`src/hdl/bfal_pkg.sv`:
```
// Shared types, sizes and helpers for the bounded frequency admission list.
// No dependencies; imported by every module of the block.
package bfal_pkg;

  // Storage sizes
  localparam int DEPTH      = 64;
  localparam int COUNT_BITS = 16;

  // Fixed field widths of the item ports
  localparam int KEY_W    = 32;
  localparam int START_W  = 16;
  localparam int POS_W    = 6;
  localparam int OCNT_W   = 16;
  localparam int FILL_W   = 7;
  localparam int LIMIT_W  = 7;
  localparam int HOT_W    = 16;
  localparam int CFG_IDX_W  = 2;
  localparam int CFG_DATA_W = 16;

  // Derived internal widths
  localparam int IDX_BITS  = $clog2(DEPTH);
  localparam int FILL_BITS = $clog2(DEPTH + 1);
  localparam int LIM_CMP_W = (FILL_BITS > LIMIT_W) ? FILL_BITS : LIMIT_W;
  localparam int CNT_CMP_W = (COUNT_BITS > START_W) ? COUNT_BITS : START_W;

  // Register indexes and reset values
  localparam logic [CFG_IDX_W-1:0] REG_LENGTH_LIMIT  = 2'd0;
  localparam logic [CFG_IDX_W-1:0] REG_HOT_THRESHOLD = 2'd1;
  localparam logic [LIMIT_W-1:0]   LIMIT_RESET = 7'd64;
  localparam logic [HOT_W-1:0]     HOT_RESET   = 16'd1;

  typedef logic [COUNT_BITS-1:0] cnt_t;
  typedef logic [IDX_BITS-1:0]   idx_t;
  typedef logic [FILL_BITS-1:0]  fill_t;

  localparam cnt_t CNT_MAX = {COUNT_BITS{1'b1}};

  // One stored pair with its hit count
  typedef struct packed {
    logic [KEY_W-1:0] key_a;
    logic [KEY_W-1:0] key_b;
    cnt_t             count;
  } entry_t;

  // Controls broadcast to every cell
  typedef struct packed {
    logic load_match;  // compare incoming pair, latch match flag
    logic shift;       // move every entry back one place
    logic bump;        // matching cell counts one more hit
  } cell_ctrl_t;

  typedef enum logic {
    ST_IDLE,
    ST_UPDATE
  } state_t;

  // Saturating increment of a hit count
  function automatic cnt_t sat_inc(input cnt_t c);
    sat_inc = (c == CNT_MAX) ? c : c + cnt_t'(1);
  endfunction

endpackage

```
`src/hdl/bfal_cell.sv`:
```
// One position of the list: a stored pair, its count and a latched match flag.
// Depends on bfal_pkg.
module bfal_cell (
  input  logic                        clk,
  input  logic                        rst,
  input  bfal_pkg::cell_ctrl_t        ctrl,
  input  logic                        valid,
  input  logic [bfal_pkg::KEY_W-1:0]  cmp_a,
  input  logic [bfal_pkg::KEY_W-1:0]  cmp_b,
  input  bfal_pkg::entry_t            prev,
  output bfal_pkg::entry_t            entry,
  output logic                        match
);
  import bfal_pkg::*;

  // Match flag, only for entries inside the fill
  always_ff @(posedge clk) begin
    if (rst) begin
      match <= 1'b0;
    end else if (ctrl.load_match) begin
      match <= valid && (entry.key_a == cmp_a) && (entry.key_b == cmp_b);
    end
  end

  // Entry: shift from the neighbor in front, or count a hit
  always_ff @(posedge clk) begin
    if (ctrl.shift) begin
      entry <= prev;
    end else if (ctrl.bump && match) begin
      entry.count <= sat_inc(entry.count);
    end
  end

endmodule

```
`config.mk`:
```
export PLATFORM = sky130hd
export DESIGN_NAME = bfal_cell
export DESIGN_NICKNAME = d
export VERILOG_FILES = /design/src/hdl/bfal_pkg.sv /design/src/hdl/bfal_cell.sv
export SDC_FILE = /design/constraint.sdc
export NUM_CORES = 1
export LEC_CHECK = 0
export BUFFER_PORTS_ARGS = -buffer_cell sky130_fd_sc_hd__buf_4
export CAP_MARGIN = 25
export CORE_MARGIN = 2
export CORE_UTILIZATION = 42
export DETAILED_ROUTE_END_ITERATION = 7
export PLACE_DENSITY_LB_ADDON = 0.12
export RECOVER_POWER = 25
export SLEW_MARGIN = 20
export SYNTH_ARGS = -nofsm -noshare
export SYNTH_HDL_FRONTEND = slang
export SYNTH_SLANG_ARGS = --single-unit
```
`constraint.sdc`:
```
create_clock -name clk -period 2.2 [get_ports clk]
set_input_delay 0.11 -clock clk [delete_from_list [all_inputs] [get_ports clk]]
set_output_delay 0.11 -clock clk [all_outputs]
set_load 0.02 [all_outputs]
```
==> metrics.txt <==
# TYPE chip_impl_metric gauge
chip_impl_metric{name="p_seq_share",unit="%"} 50.1
chip_impl_info{name="setup.worst_path.start_class",value="register"} 1
chip_impl_info{name="cp_cell_sequence",value="ha_1, and3_1, and3_1, nand3_1, a31o_1, buf_12"} 1
chip_impl_metric{name="slew_violations",unit=""} 0
chip_impl_metric{name="dr.first_iter.drc_count",unit=""} 99
chip_impl_metric{name="numPortBuffers",unit=""} 230
chip_impl_metric{name="worst_path_largest_cell_delay",unit="ns"} 0.47
chip_impl_metric{name="multi_input_logic_area",unit="um2"} 1110
chip_impl_metric{name="clk_path_buf_depth",unit=""} 2
chip_impl_metric{name="core_region_area",unit="um2"} 8220
chip_impl_metric{name="timing.critical_path.fanout_max",unit=""} 14
chip_impl_metric{name="cts_buffers",unit=""} 9
chip_impl_metric{name="power.share.switching",unit="%"} 26.1
chip_impl_metric{name="grt_antenna_before_repair",unit=""} 0
chip_impl_metric{name="gate_count_after_technology_mapping",unit=""} 246
chip_impl_metric{name="floorplan.die.width",unit="um"} 96.2
chip_impl_metric{name="finish.cell_count_without_fillers",unit=""} 661
chip_impl_info{name="timing.setup.critical_path_class",value="reg2reg"} 1
chip_impl_metric{name="grt_pass1_vias",unit=""} 3289
chip_impl_metric{name="worst_skew_pair.late_latency",unit="ns"} 0.34
chip_impl_metric{name="fp.dieH",unit="um"} 96.2
chip_impl_metric{name="number_of_warnings_reported_in_the_yosys_synthesis_log",unit=""} 0
chip_impl_metric{name="leakagePower",unit="nW"} 2.59
chip_impl_metric{name="pin_count_of_the_biggest_net_entering_global_routing",unit=""} 37
chip_impl_metric{name="post_cts_resize_count",unit=""} 0
chip_impl_metric{name="detail_route.first_pass.iterations",unit=""} 4
chip_impl_info{name="post-synth-top-area-cell",value="sky130_fd_sc_hd__edfxtp_1"} 1
chip_impl_info{name="critPathMostFrequentCell",value="sky130_fd_sc_hd__and3_1"} 1
chip_impl_metric{name="postSynthAreaPerCell",unit="um2"} 14.5
chip_impl_metric{name="core.rowCount",unit=""} 33
chip_impl_metric{name="max_cap_viol",unit=""} 0
chip_impl_metric{name="detail-route-antenna-nets",unit=""} 0
chip_impl_info{name="cp-end-kind",value="register"} 1
chip_impl_metric{name="final_layout_size_suffix_gt1_share",unit="%"} 44.2
chip_impl_info{name="tritoncts",value="built"} 1
chip_impl_metric{name="gpl.final_weighted_congestion",unit=""} 0.817
chip_impl_metric{name="initial_core_util",unit="%"} 43.4
chip_impl_metric{name="clock_sinks",unit=""} 81
chip_impl_metric{name="hpwl_reported_at_the_end_of_detailed_placement",unit="um"} 7970
chip_impl_metric{name="p_int",unit="mW"} 2.86
chip_impl_metric{name="timing.setup.tns",unit="ns"} 0
chip_impl_metric{name="antenna-diode-count",unit=""} 0
chip_impl_metric{name="synth.distinct_cells",unit=""} 28
chip_impl_metric{name="grt_pass1_wl",unit="um"} 15900
chip_impl_metric{name="avgViaCountPerCell",unit=""} 4.76
chip_impl_metric{name="fillers",unit=""} 532
chip_impl_info{name="cts_root_buffer",value="sky130_fd_sc_hd__clkbuf_8"} 1
chip_impl_metric{name="switching_power",unit="mW"} 1.01
chip_impl_metric{name="number_of_synthesized_flops_with_an_enable_pin",unit=""} 80
chip_impl_metric{name="hold-path-cell-count",unit=""} 3
chip_impl_info{name="synth_top_cells_by_count",value="sky130_fd_sc_hd__edfxtp_1, sky130_fd_sc_hd__xnor2_1, sky130_fd_sc_hd__nand2_1"} 1
chip_impl_metric{name="design.portCount",unit=""} 231
chip_impl_metric{name="worstRegToRegCells",unit=""} 6
chip_impl_metric{name="setup_viol",unit=""} 0
chip_impl_metric{name="detailroute.via_count",unit=""} 3148
chip_impl_metric{name="ctsHtreeMaxLevel",unit=""} 3
chip_impl_metric{name="clkTransAtPathRegs",unit="ns"} 0.08
chip_impl_metric{name="grt_usage",unit="%"} 23.3
chip_impl_metric{name="worst-endpoint-required",unit="ns"} 2.26
chip_impl_metric{name="power_density_over_cell_area",unit="nW/um2"} 617
chip_impl_metric{name="clock_power_share",unit="%"} 27.1
chip_impl_metric{name="timing.clock.skew",unit="ns"} 0.00867
chip_impl_metric{name="arrival",unit="ns"} 2.04
chip_impl_info{name="worst_path_dominant_cell_family",value="simple AND/OR/NAND/NOR gates"} 1
chip_impl_metric{name="netlist_area",unit="um2"} 3570
chip_impl_metric{name="route.detailed.wl_per_inst",unit="um"} 16.3
chip_impl_info{name="synth_top_flop_cell",value="sky130_fd_sc_hd__edfxtp_1"} 1
chip_impl_metric{name="ys_seq_elements",unit=""} 81
chip_impl_metric{name="path_buf_inv",unit=""} 1
chip_impl_metric{name="vdd_ir_drop_max",unit="mV"} 0.443
chip_impl_metric{name="critical_path_depth",unit=""} 6
chip_impl_info{name="synth_top_cells_by_area",value="sky130_fd_sc_hd__edfxtp_1, sky130_fd_sc_hd__xnor2_1, sky130_fd_sc_hd__xor2_1, sky130_fd_sc_hd__nand4_1, sky130_fd_sc_hd__nand2_1"} 1
chip_impl_info{name="rsz0062_at_grt",value="false"} 1
chip_impl_metric{name="min_period_over_period",unit="%"} 90.2
chip_impl_metric{name="postLayoutCoreUtil",unit="%"} 76.2
chip_impl_metric{name="finalCriticalPeriod",unit="ns"} 1.99
chip_impl_info{name="type_of_the_worst_min_delay_path",value="in2reg"} 1
chip_impl_metric{name="hold_violations",unit=""} 0
chip_impl_metric{name="slew_headroom",unit="%"} 27.6
chip_impl_metric{name="achievable_clock_frequency",unit="MHz"} 504
chip_impl_metric{name="area.sequential",unit="um2"} 2420
chip_impl_metric{name="placedCellCount",unit=""} 581
chip_impl_metric{name="postSynthNetCount",unit=""} 397
chip_impl_metric{name="area_delta_synth_final",unit="%"} 75.6
chip_impl_metric{name="remaining_global_route_overflow",unit=""} 0
chip_impl_metric{name="drc",unit=""} 0
chip_impl_info{name="outcome",value="complete, no violations"} 1
chip_impl_info{name="critical_path.slowest_cell",value="sky130_fd_sc_hd__edfxtp_1"} 1
chip_impl_metric{name="ys_seq_area_share",unit="%"} 67.9
chip_impl_metric{name="totalWireLength",unit="um"} 10800
chip_impl_info{name="post-synth-top-count-cell",value="sky130_fd_sc_hd__edfxtp_1"} 1
chip_impl_metric{name="finish.net_count",unit=""} 702
chip_impl_metric{name="worst-slew-pin-transition",unit="ns"} 1.09
chip_impl_metric{name="floorplan.die_area",unit="um2"} 9250
chip_impl_metric{name="async_set_reset_flop_share_out_of_synthesis",unit="%"} 0
chip_impl_metric{name="top_cell_type_s_share_of_synthesized_area",unit="%"} 67.3
chip_impl_metric{name="comb_power_share",unit="%"} 22.9
[cell type report]
| cell class | count | area share (%) |
|---|---|---|
| flip-flops and latches | 81 | 38.7 |
| well taps | 105 | 2.10 |
| clock inverters | 6 | 0.939 |
| clock buffers | 10 | 2.04 |
| multi-input cells | 156 | 17.7 |
| inverters | 5 | 0.300 |
| repair buffers | 298 | 38.3 |
[state kept, by name, summed over array words and instances, names as in the netlist]
| name | flops |
|---|---|
| match | 1 |
| entry | 80 |
[cells in the final DEF, fill, tap and decap left out, drive strengths merged, types with 4 or more instances in the layout]
cell type | Yosys | final
edfxtp | 80 | 80
nand3 | 7 | 7
inv | 5 | 5
xor2 | 13 | 13
dlygate4sd3 | 0 | 64
nand2 | 21 | 21
buf | 1 | 198
and3 | 4 | 4
clkbuf | 3 | 46
xnor2 | 60 | 60
o21ai | 15 | 15
nand4 | 16 | 16
[logic make-up (layout without fill, tap and decap cells)]
group	Yosys count	in the layout	share of synthesized area, %
AOI/OAI and AO/OA	23	23	3.93
xor gates and xnor gates	73	73	17.9
adders and majority gates	1	1	0.351
buffers and inverters	9	319	1.05
DFF	81	81	67.9
muxes	1	1	0.316
and+or+nand+nor	58	58	8.52
[worst reg2reg max path, stage by stage, from the launching register on]
cell                       delay [ns]
sky130_fd_sc_hd__edfxtp_1        0.47
sky130_fd_sc_hd__ha_1            0.30
sky130_fd_sc_hd__and3_1          0.23
sky130_fd_sc_hd__and3_1          0.20
sky130_fd_sc_hd__nand3_1         0.08
sky130_fd_sc_hd__a31o_1          0.24
sky130_fd_sc_hd__buf_12          0.18
[per-stage QoR]
stage          setup slack, ns  hold slack [ns]  power (mW)  area, um2
3_3_place_gp             0.286            0.288        2.74       5450
4_1_cts                  0.211           0.0344        3.88       6280
5_1_grt                 0.0880           0.0620        4.03       6260
3_5_place_dp             0.223            0.289        2.76       5450
2_1_floorplan           0.0865            0.209        2.28       3570
6_report                 0.215           0.0443        3.86       6260
[layer usage]
metal  global-route usage [%]  part of all wire, %  vias up
met5                        0                    0        -
met4                     8.45                  2.1        0
met3                     6.50                  9.8       20
met2                     43.8                   53      165
met1                     24.6                   35     1441
li1                         -                    -     1522
[repair_timing]
action                                 4_1_cts  5_1_grt
hold buffers                                64        0
endpoints found under the hold margin       64        0
buffers inserted                             0        0
setup endpoints to repair                    0        0
[power by group through the flow]
| stage | combinational (mW) | sequential [mW] | clock, mW |
|---|---|---|---|
| after floorplan | 0.182 | 2.10 | 0 |
| after CTS | 0.889 | 1.93 | 1.06 |
| final | 0.884 | 1.93 | 1.05 |
| after detailed placement | 0.792 | 1.97 | 0 |
| after global routing | 0.948 | 1.95 | 1.13 |
| after global placement | 0.781 | 1.96 | 0 |
[path summary, 6_finish.rpt]
path | startpoint | slack (ns) | to
setup / recovery | entry[0] | 0.21 | entry[13]
hold / removal | prev[5] | 0.04 | entry[5]
setup reg to reg | entry[0] | 0.21 | entry[13]
hold reg to reg | match | 0.50 | match
Note: power is estimated with default switching activity, not from simulation.
