===== src/hdl/bfal_pkg.sv =====
// Shared types, sizes and helpers for the bounded frequency admission list.
// No dependencies; imported by every module of the block.
package bfal_pkg;

  // Storage sizes
  localparam int DEPTH      = 64;
  localparam int COUNT_BITS = 16;

  // Fixed field widths of the item ports
  localparam int KEY_W    = 32;
  localparam int START_W  = 16;
  localparam int POS_W    = 6;
  localparam int OCNT_W   = 16;
  localparam int FILL_W   = 7;
  localparam int LIMIT_W  = 7;
  localparam int HOT_W    = 16;
  localparam int CFG_IDX_W  = 2;
  localparam int CFG_DATA_W = 16;

  // Derived internal widths
  localparam int IDX_BITS  = $clog2(DEPTH);
  localparam int FILL_BITS = $clog2(DEPTH + 1);
  localparam int LIM_CMP_W = (FILL_BITS > LIMIT_W) ? FILL_BITS : LIMIT_W;
  localparam int CNT_CMP_W = (COUNT_BITS > START_W) ? COUNT_BITS : START_W;

  // Register indexes and reset values
  localparam logic [CFG_IDX_W-1:0] REG_LENGTH_LIMIT  = 2'd0;
  localparam logic [CFG_IDX_W-1:0] REG_HOT_THRESHOLD = 2'd1;
  localparam logic [LIMIT_W-1:0]   LIMIT_RESET = 7'd64;
  localparam logic [HOT_W-1:0]     HOT_RESET   = 16'd1;

  typedef logic [COUNT_BITS-1:0] cnt_t;
  typedef logic [IDX_BITS-1:0]   idx_t;
  typedef logic [FILL_BITS-1:0]  fill_t;

  localparam cnt_t CNT_MAX = {COUNT_BITS{1'b1}};

  // One stored pair with its hit count
  typedef struct packed {
    logic [KEY_W-1:0] key_a;
    logic [KEY_W-1:0] key_b;
    cnt_t             count;
  } entry_t;

  // Controls broadcast to every cell
  typedef struct packed {
    logic load_match;  // compare incoming pair, latch match flag
    logic shift;       // move every entry back one place
    logic bump;        // matching cell counts one more hit
  } cell_ctrl_t;

  typedef enum logic {
    ST_IDLE,
    ST_UPDATE
  } state_t;

  // Saturating increment of a hit count
  function automatic cnt_t sat_inc(input cnt_t c);
    sat_inc = (c == CNT_MAX) ? c : c + cnt_t'(1);
  endfunction

endpackage


===== src/hdl/bfal_pick.sv =====
// Encodes the one-hot match row into a position and selects the matching count.
// Depends on bfal_pkg.
module bfal_pick (
  input  logic [bfal_pkg::DEPTH-1:0] match,
  input  bfal_pkg::cnt_t             counts [bfal_pkg::DEPTH],
  output logic                       hit,
  output bfal_pkg::idx_t             index,
  output bfal_pkg::cnt_t             count
);
  import bfal_pkg::*;

  // Keys are unique in the list, so at most one bit is set: plain OR trees
  always_comb begin
    index = '0;
    count = '0;
    for (int i = 0; i < DEPTH; i++) begin
      if (match[i]) begin
        index = index | idx_t'(i);
        count = count | counts[i];
      end
    end
  end

  assign hit = |match;

endmodule


===== config.mk =====
export PLATFORM = sky130hd
export DESIGN_NAME = bfal_pick
export DESIGN_NICKNAME = d
export VERILOG_FILES = /design/src/hdl/bfal_pkg.sv /design/src/hdl/bfal_pick.sv
export SDC_FILE = /design/constraint.sdc
export NUM_CORES = 1
export LEC_CHECK = 0
export BUFFER_PORTS_ARGS = -buffer_cell sky130_fd_sc_hd__buf_2
export CAP_MARGIN = 40
export CORE_AREA = 2 2 426 428
export DETAILED_ROUTE_END_ITERATION = 6
export DIE_AREA = 0 0 428 430
export PLACE_DENSITY_LB_ADDON = 0.12
export SETUP_SLACK_MARGIN = 0.05
export SYNTH_ARGS = -nofsm -noshare
export SYNTH_HDL_FRONTEND = slang
export SYNTH_SLANG_ARGS = --single-unit

===== constraint.sdc =====
create_clock -name vclk -period 5.7
set_input_delay 0.57 -clock vclk [all_inputs]
set_output_delay 0.57 -clock vclk [all_outputs]
set_load 0.01 [all_outputs]

==> reports/qor.yml, run 1 <==
setup_path:
  path_max_fanout: 17
  critPathArrivalTime_ns: 3.51
  timing.setup.critical_path_class: "in2out"
  cp-end-kind: "primary output"
  cp.required_ns: 5.13
  worstSetupStartpointType: "input port"
logic_synthesis:
  synth-xor-area-share: 0
  synth-adder-area-share: 0
  yosys_warnings: 0
  synth.area.mux_share: 0
  synth-seq-area-share: 0
  synth_cells: 776
  synth_compound_area_frac: 0.771
  syn-num-nets: 1864
  synth_cell_types: 18
  synth_top_family_by_area: "compound AO/OA/AOI/OAI gates"
  syn-cell-area_sq_um: 5820
  synthSimpleGateAreaFrac: 0.145
  avgSynthCellArea_sq_um: 7.50
power_and_ir_drop:
  power_uw: 1180
  power_density_nw_per_um2: 81.6
  p_leak_uw: 0.00622
  irDropWorstVdd_v: 0.0000522
placement:
  gp_congestion: 0.896
  dpl.hpwl_microns: 149000
  portBuffers: 1111
timing:
  relSlewSlack: 0.250
  hold_viol_final: 0
  whs_ns: 1.62
  final_max_slew_viol_count: 0
  setup_viol: 0
  rsz0062_at_grt: "no"
  worst_slew_pin_slew_ns: 1.12
  fmax_mhz: 245
  tns_ns: 0
  fin_crit_sh: 0.715
  layout_min_cycle_time_ns: 4.08
drt:
  vias: 14400
  wire_per_inst_microns: 38.8
  routed_via_density: 3.40
  dr.pass1.iters: 5
  wl_microns: 164000
  drc_errors: 0
  dr.first_iter.drc_count: 1241
  ant_nets: 0
layout:
  multi_input_area_sq_um: 5380
  clockBufferCount: 0
  regArea_sq_um: 0
  nFlopsAndLatches: 0
  nets: 2912
  area_growth_syn_to_layout_pct: 149
  drive_above_1_share: 0.649
  nFillCells: 21400
floorplanning:
  coreArea_sq_um: 180000
  io_pins: 1111
  die_area_sq_um: 184000
  dieHeight_microns: 430
  rows: 156
  initial_utilization: 0.0324
  die_w_microns: 428
global_routing:
  grt_pass1_wl_microns: 195000
  gr-usage-all-layers: 0.169
  gr-total-overflow: 0
  antenna_found_initial: 176
  grt_max_degree: 19
  grt_pass1_vias: 14200
worst_hold_path:
  holdCritPathClass: "in2out"
  hold_depth: 5
  min_to: "count[8]"
  holdCritStartpoint: "counts[200]"
status:
  outcome: "completed"
cts:
  cts_hold_buf: 0
  cts_setup_buffers: 0
  cts_resized: 0
flow_run:
  cap_violations: 0
cell families after synthesis:
family / Yosys count
AOI/OAI and AO/OA: 512
buffers and inverters: 128
and+or+nand+nor: 136
cells in the mapped netlist (all sizes together):
library cell	n	area, sq um
a221oi	256	2240
a22o	256	2240
clkbuf	118	443
nand4	67	419
nor4	21	131
or4	21	161
buf	10	47.6
nor2	8	30.0
nand3	7	35.0
nand2	4	15.0
or3	4	25.0
nand3b	1	7.51
nor3	1	5.00
nor3b	1	7.51
or2	1	6.26
final cells by class:
| type | instances | share of cell area |
|---|---|---|
| Tap cell | 2370 | 0.204 |
| Multi-Input combinational cell | 648 | 0.371 |
| Antenna cell | 31 | 0.00535 |
| Timing Repair Buffer | 1174 | 0.420 |
critical path, stage by stage:
cell and delay (ns):
buf_2 0.27, a22o_1 0.35, a221oi_1 0.67, nand4_1 0.69, or4_1 0.76, buf_2 0.18
cell usage in the layout, fill, tap and decap left out:
cell	synthesis	layout
nand2_1	4	4
nand4_1	67	67
buf_2	2	1123
nor2_1	8	8
buf_4	0	44
a221oi_1	256	254
a22o_1	256	256
buf_16	0	1
buf_12	0	5
a221oi_2	0	2
nand3b_1	1	1
nor3_1	1	1
nand3_1	7	7
nor3b_1	1	1
or4_1	20	20
or4_4	1	1
diode_2	0	31
or3_1	4	4
clkdlybuf4s15_2	0	1
nor4_1	21	15
nor4_2	0	6
or2_1	1	1
how the worst max path moves through the flow:
| stage | startpoint | endpoint | slack (ns) | depth (start not counted) |
|---|---|---|---|---|
| after floorplan | match[14] | hit | 2.98 | 4 |
| after global placement | match[39] | count[6] | 0.81 | 7 |
| after detailed placement | match[16] | count[1] | 1.44 | 6 |
| after CTS | match[16] | count[1] | 1.44 | 6 |
| after global routing | match[16] | count[0] | 1.60 | 6 |
| final | match[16] | count[0] | 1.62 | 6 |
per-stage QoR:
step | setup WS, ns | area [sq um] | std cells | util
4_1_cts | 1.44 | 14400 | 4191 | 0.0803
6_report | 1.62 | 14500 | 4223 | 0.0807
2_1_floorplan | 2.98 | 5820 | 776 | -
3_3_place_gp | 0.807 | 14200 | 4167 | 0.0789
3_5_place_dp | 1.44 | 14400 | 4191 | 0.0803
5_1_grt | 1.60 | 14500 | 4209 | 0.0805
metal layers:
layer  up-vias  part of all wire  global-route usage
met4       132             0.010              0.0125
met1      7194              0.39               0.198
met3       246             0.089              0.0578
met2       926              0.50               0.305
met5         -            0.0051                   0
li1       5855                 -                   -
power by group:
part	leakage, uW	switching, uW	internal (uW)
clock	0.000000230	0	0.000585
sequential	0	0	0
combinational	0.00622	696	488
Note: power is estimated with default switching activity, not from simulation.
==> inputs of run 2 (changes only) <==
CORE_AREA = 2 2 429 431   (was 2 2 426 428)
DIE_AREA = 0 0 431 433   (was 0 0 428 430)
clock period = 3.6 ns   (was 5.7 ns; I/O delays follow)
==> run 2 against run 1 <==
Effect of this change: non-clock buffer count rose by 45; via count up 1.7%; worst setup slack got worse by 1.5 ns; total power grew 63%; global-route usage is 0.59 points higher; sequential cell count stayed put; cell area is 2.5% higher; critical path type unchanged; die area is 1.4% higher; utilization increased by 0.095 points.
==> reports/qor.yml, run 2 (synthesis gave the netlist of run 1 again) <==
setup_path:
  timing.setup.critical_path_class: "in2out"
  cp-end-kind: "primary output"
  path_max_fanout: 15  # -2
  worstSetupStartpointType: "input port"
  cp.required_ns: 3.24  # -1.89 ns
  critPathArrivalTime_ns: 3.13  # -0.38 ns
floorplanning:
  io_pins: 1111  # unchanged
  die_area_sq_um: 187000  # +1.4%
  coreArea_sq_um: 182000  # +1.3%
  die_w_microns: 431  # +0.70%
  dieHeight_microns: 433  # +0.70%
  initial_utilization: 0.0320  # -0.000414
  rows: 157  # +0.64%
drt:
  ant_nets: 0  # unchanged
  wire_per_inst_microns: 40.1  # +3.4%
  dr.first_iter.drc_count: 1239  # -0.16%
  vias: 14600  # +1.7%
  drc_errors: 0  # unchanged
  routed_via_density: 3.40  # about the same
  wl_microns: 173000  # +5.3%
  dr.pass1.iters: 5  # unchanged
global_routing:
  gr-usage-all-layers: 0.174  # +0.00589
  antenna_found_initial: 225  # +28%
  grt_pass1_vias: 14600  # +3.0%
  gr-total-overflow: 0  # unchanged
  grt_max_degree: 20  # +1
  grt_pass1_wl_microns: 202000  # +3.6%
timing:
  setup_viol: 0  # unchanged
  fmax_mhz: 287
  worst_slew_pin_slew_ns: 1.06  # -0.0692 ns
  fin_crit_sh: 0.968
  relSlewSlack: 0.296  # +0.0462
  hold_viol_final: 0  # unchanged
  final_max_slew_viol_count: 0  # unchanged
  layout_min_cycle_time_ns: 3.49
  rsz0062_at_grt: "no"
worst_hold_path:
  holdCritPathClass: "in2out"
layout:
  nets: 2957  # +1.5%
  drive_above_1_share: 0.657  # +0.00738
  nFillCells: 21700  # +1.3%
  final_cell_mix: "buf_2 (1,112), a22o_1 (256), a221oi_1 (252), buf_4 (104), nand4_1 (67)"
  nFlopsAndLatches: 0  # unchanged
  final-instance-count-excl-fill: 4299  # +1.8%
  fin_util: 0.0817  # +0.000946
  area_growth_syn_to_layout_pct: 156
  regArea_sq_um: 0  # unchanged
  final_common_cell: "buf_2"
  clockBufferCount: 0  # unchanged
placement:
  portBuffers: 1111  # unchanged
  dpl.hpwl_microns: 157000  # +5.3%
  gp_congestion: 0.937  # +4.6%
  placed_cells: 4252  # +1.5%
power_and_ir_drop:
  power_frac_comb: 1.000  # about the same
  p_leak_uw: 0.00641  # +3.2%
  internal-power_uw: 807  # +65%
  swShare: 0.583  # -0.00440
  p_seq_frac: 0  # unchanged
  pwr-share-clk: 0  # unchanged
  irDropWorstVdd_v: 0.0000594  # +14%
  power_density_nw_per_um2: 130  # +60%
  switchingPower_uw: 1130  # +62%
status:
  outcome: "completed"
flow_run:
  cap_violations: 0  # unchanged
cts:
  cts_hold_buf: 0  # unchanged
-- run 2: changes by cell type in the layout (fill, tap and decap cells not counted) --
| cell | delta |
|---|---|
| or4_4 | +1 |
| or4_1 | -1 |
| nor4_1 | +5 |
| a221oi_2 | +2 |
| buf_2 | -11 |
| a221oi_1 | -2 |
| clkdlybuf4s15_2 | -1 |
| buf_12 | -2 |
| diode_2 | +16 |
| nor4_2 | -5 |
| buf_16 | -1 |
| buf_4 | +60 |
-- run 2: metrics by stage --
| step | hold WS (ns) | worst slack, ns | total power (uW) | instance area [sq um] | setup TNS, ns |
|---|---|---|---|---|---|
| 6_report | 1.22 | 0.114 | 1940 | 14900 | 0 |
| 3_5_place_dp | 1.20 | -0.232 | 1970 | 14700 | -0.362 |
| 5_1_grt | 1.23 | 0.0688 | 2040 | 14800 | 0 |
| 2_1_floorplan | 0.951 | 1.30 | 555 | 5820 | 0 |
| 4_1_cts | 1.21 | 0.0520 | 1980 | 14800 | 0 |
| 3_3_place_gp | 1.21 | -0.219 | 1970 | 14700 | -0.358 |
-- run 2: cell type report --
class | instances | area [sq um] | share of cell area
multi-input combinational | 648 | 5360 | 0.361
tap | 2385 | 2980 | 0.201
timing repair buffer | 1219 | 6410 | 0.431
antenna | 47 | 118 | 0.00791
-- run 2: timing repair --
action	4_1_cts	5_1_grt
resized for setup	5	0
endpoints found under the setup margin	3	0
setup buffers	0	0
-- run 2: path summary, 6_finish.rpt --
| path | from | endpoint | slack (ns) | cells past startpoint |
|---|---|---|---|---|
| setup / recovery | match[19] | count[15] | 0.11 | 7 |
| hold / removal | counts[320] | count[0] | 1.22 | 5 |
-- run 2: critical path, stage by stage --
cell	delay, ns
buf_2	0.30
buf_4	0.26
a22o_1	0.23
a221oi_1	0.83
nand4_1	0.38
or4_1	0.59
buf_2	0.17
-- run 2: power by group through the flow --
| stage | sequential [uW] | combinational [uW] | clock (uW) |
|---|---|---|---|
| finish | 0 | 1940 | 0.00165 |
| CTS | 0 | 1980 | 0 |
| floorplan | 0 | 555 | 0 |
| global route | 0 | 2040 | 0.000539 |
| global placement | 0 | 1970 | 0 |
| detailed placement | 0 | 1970 | 0 |
-- run 2: metal layers --
layer	wire length, microns	GRT usage
met1	70500	0.217
met2	82900	0.299
met3	15700	0.0554
met4	2540	0.0224
met5	845	0
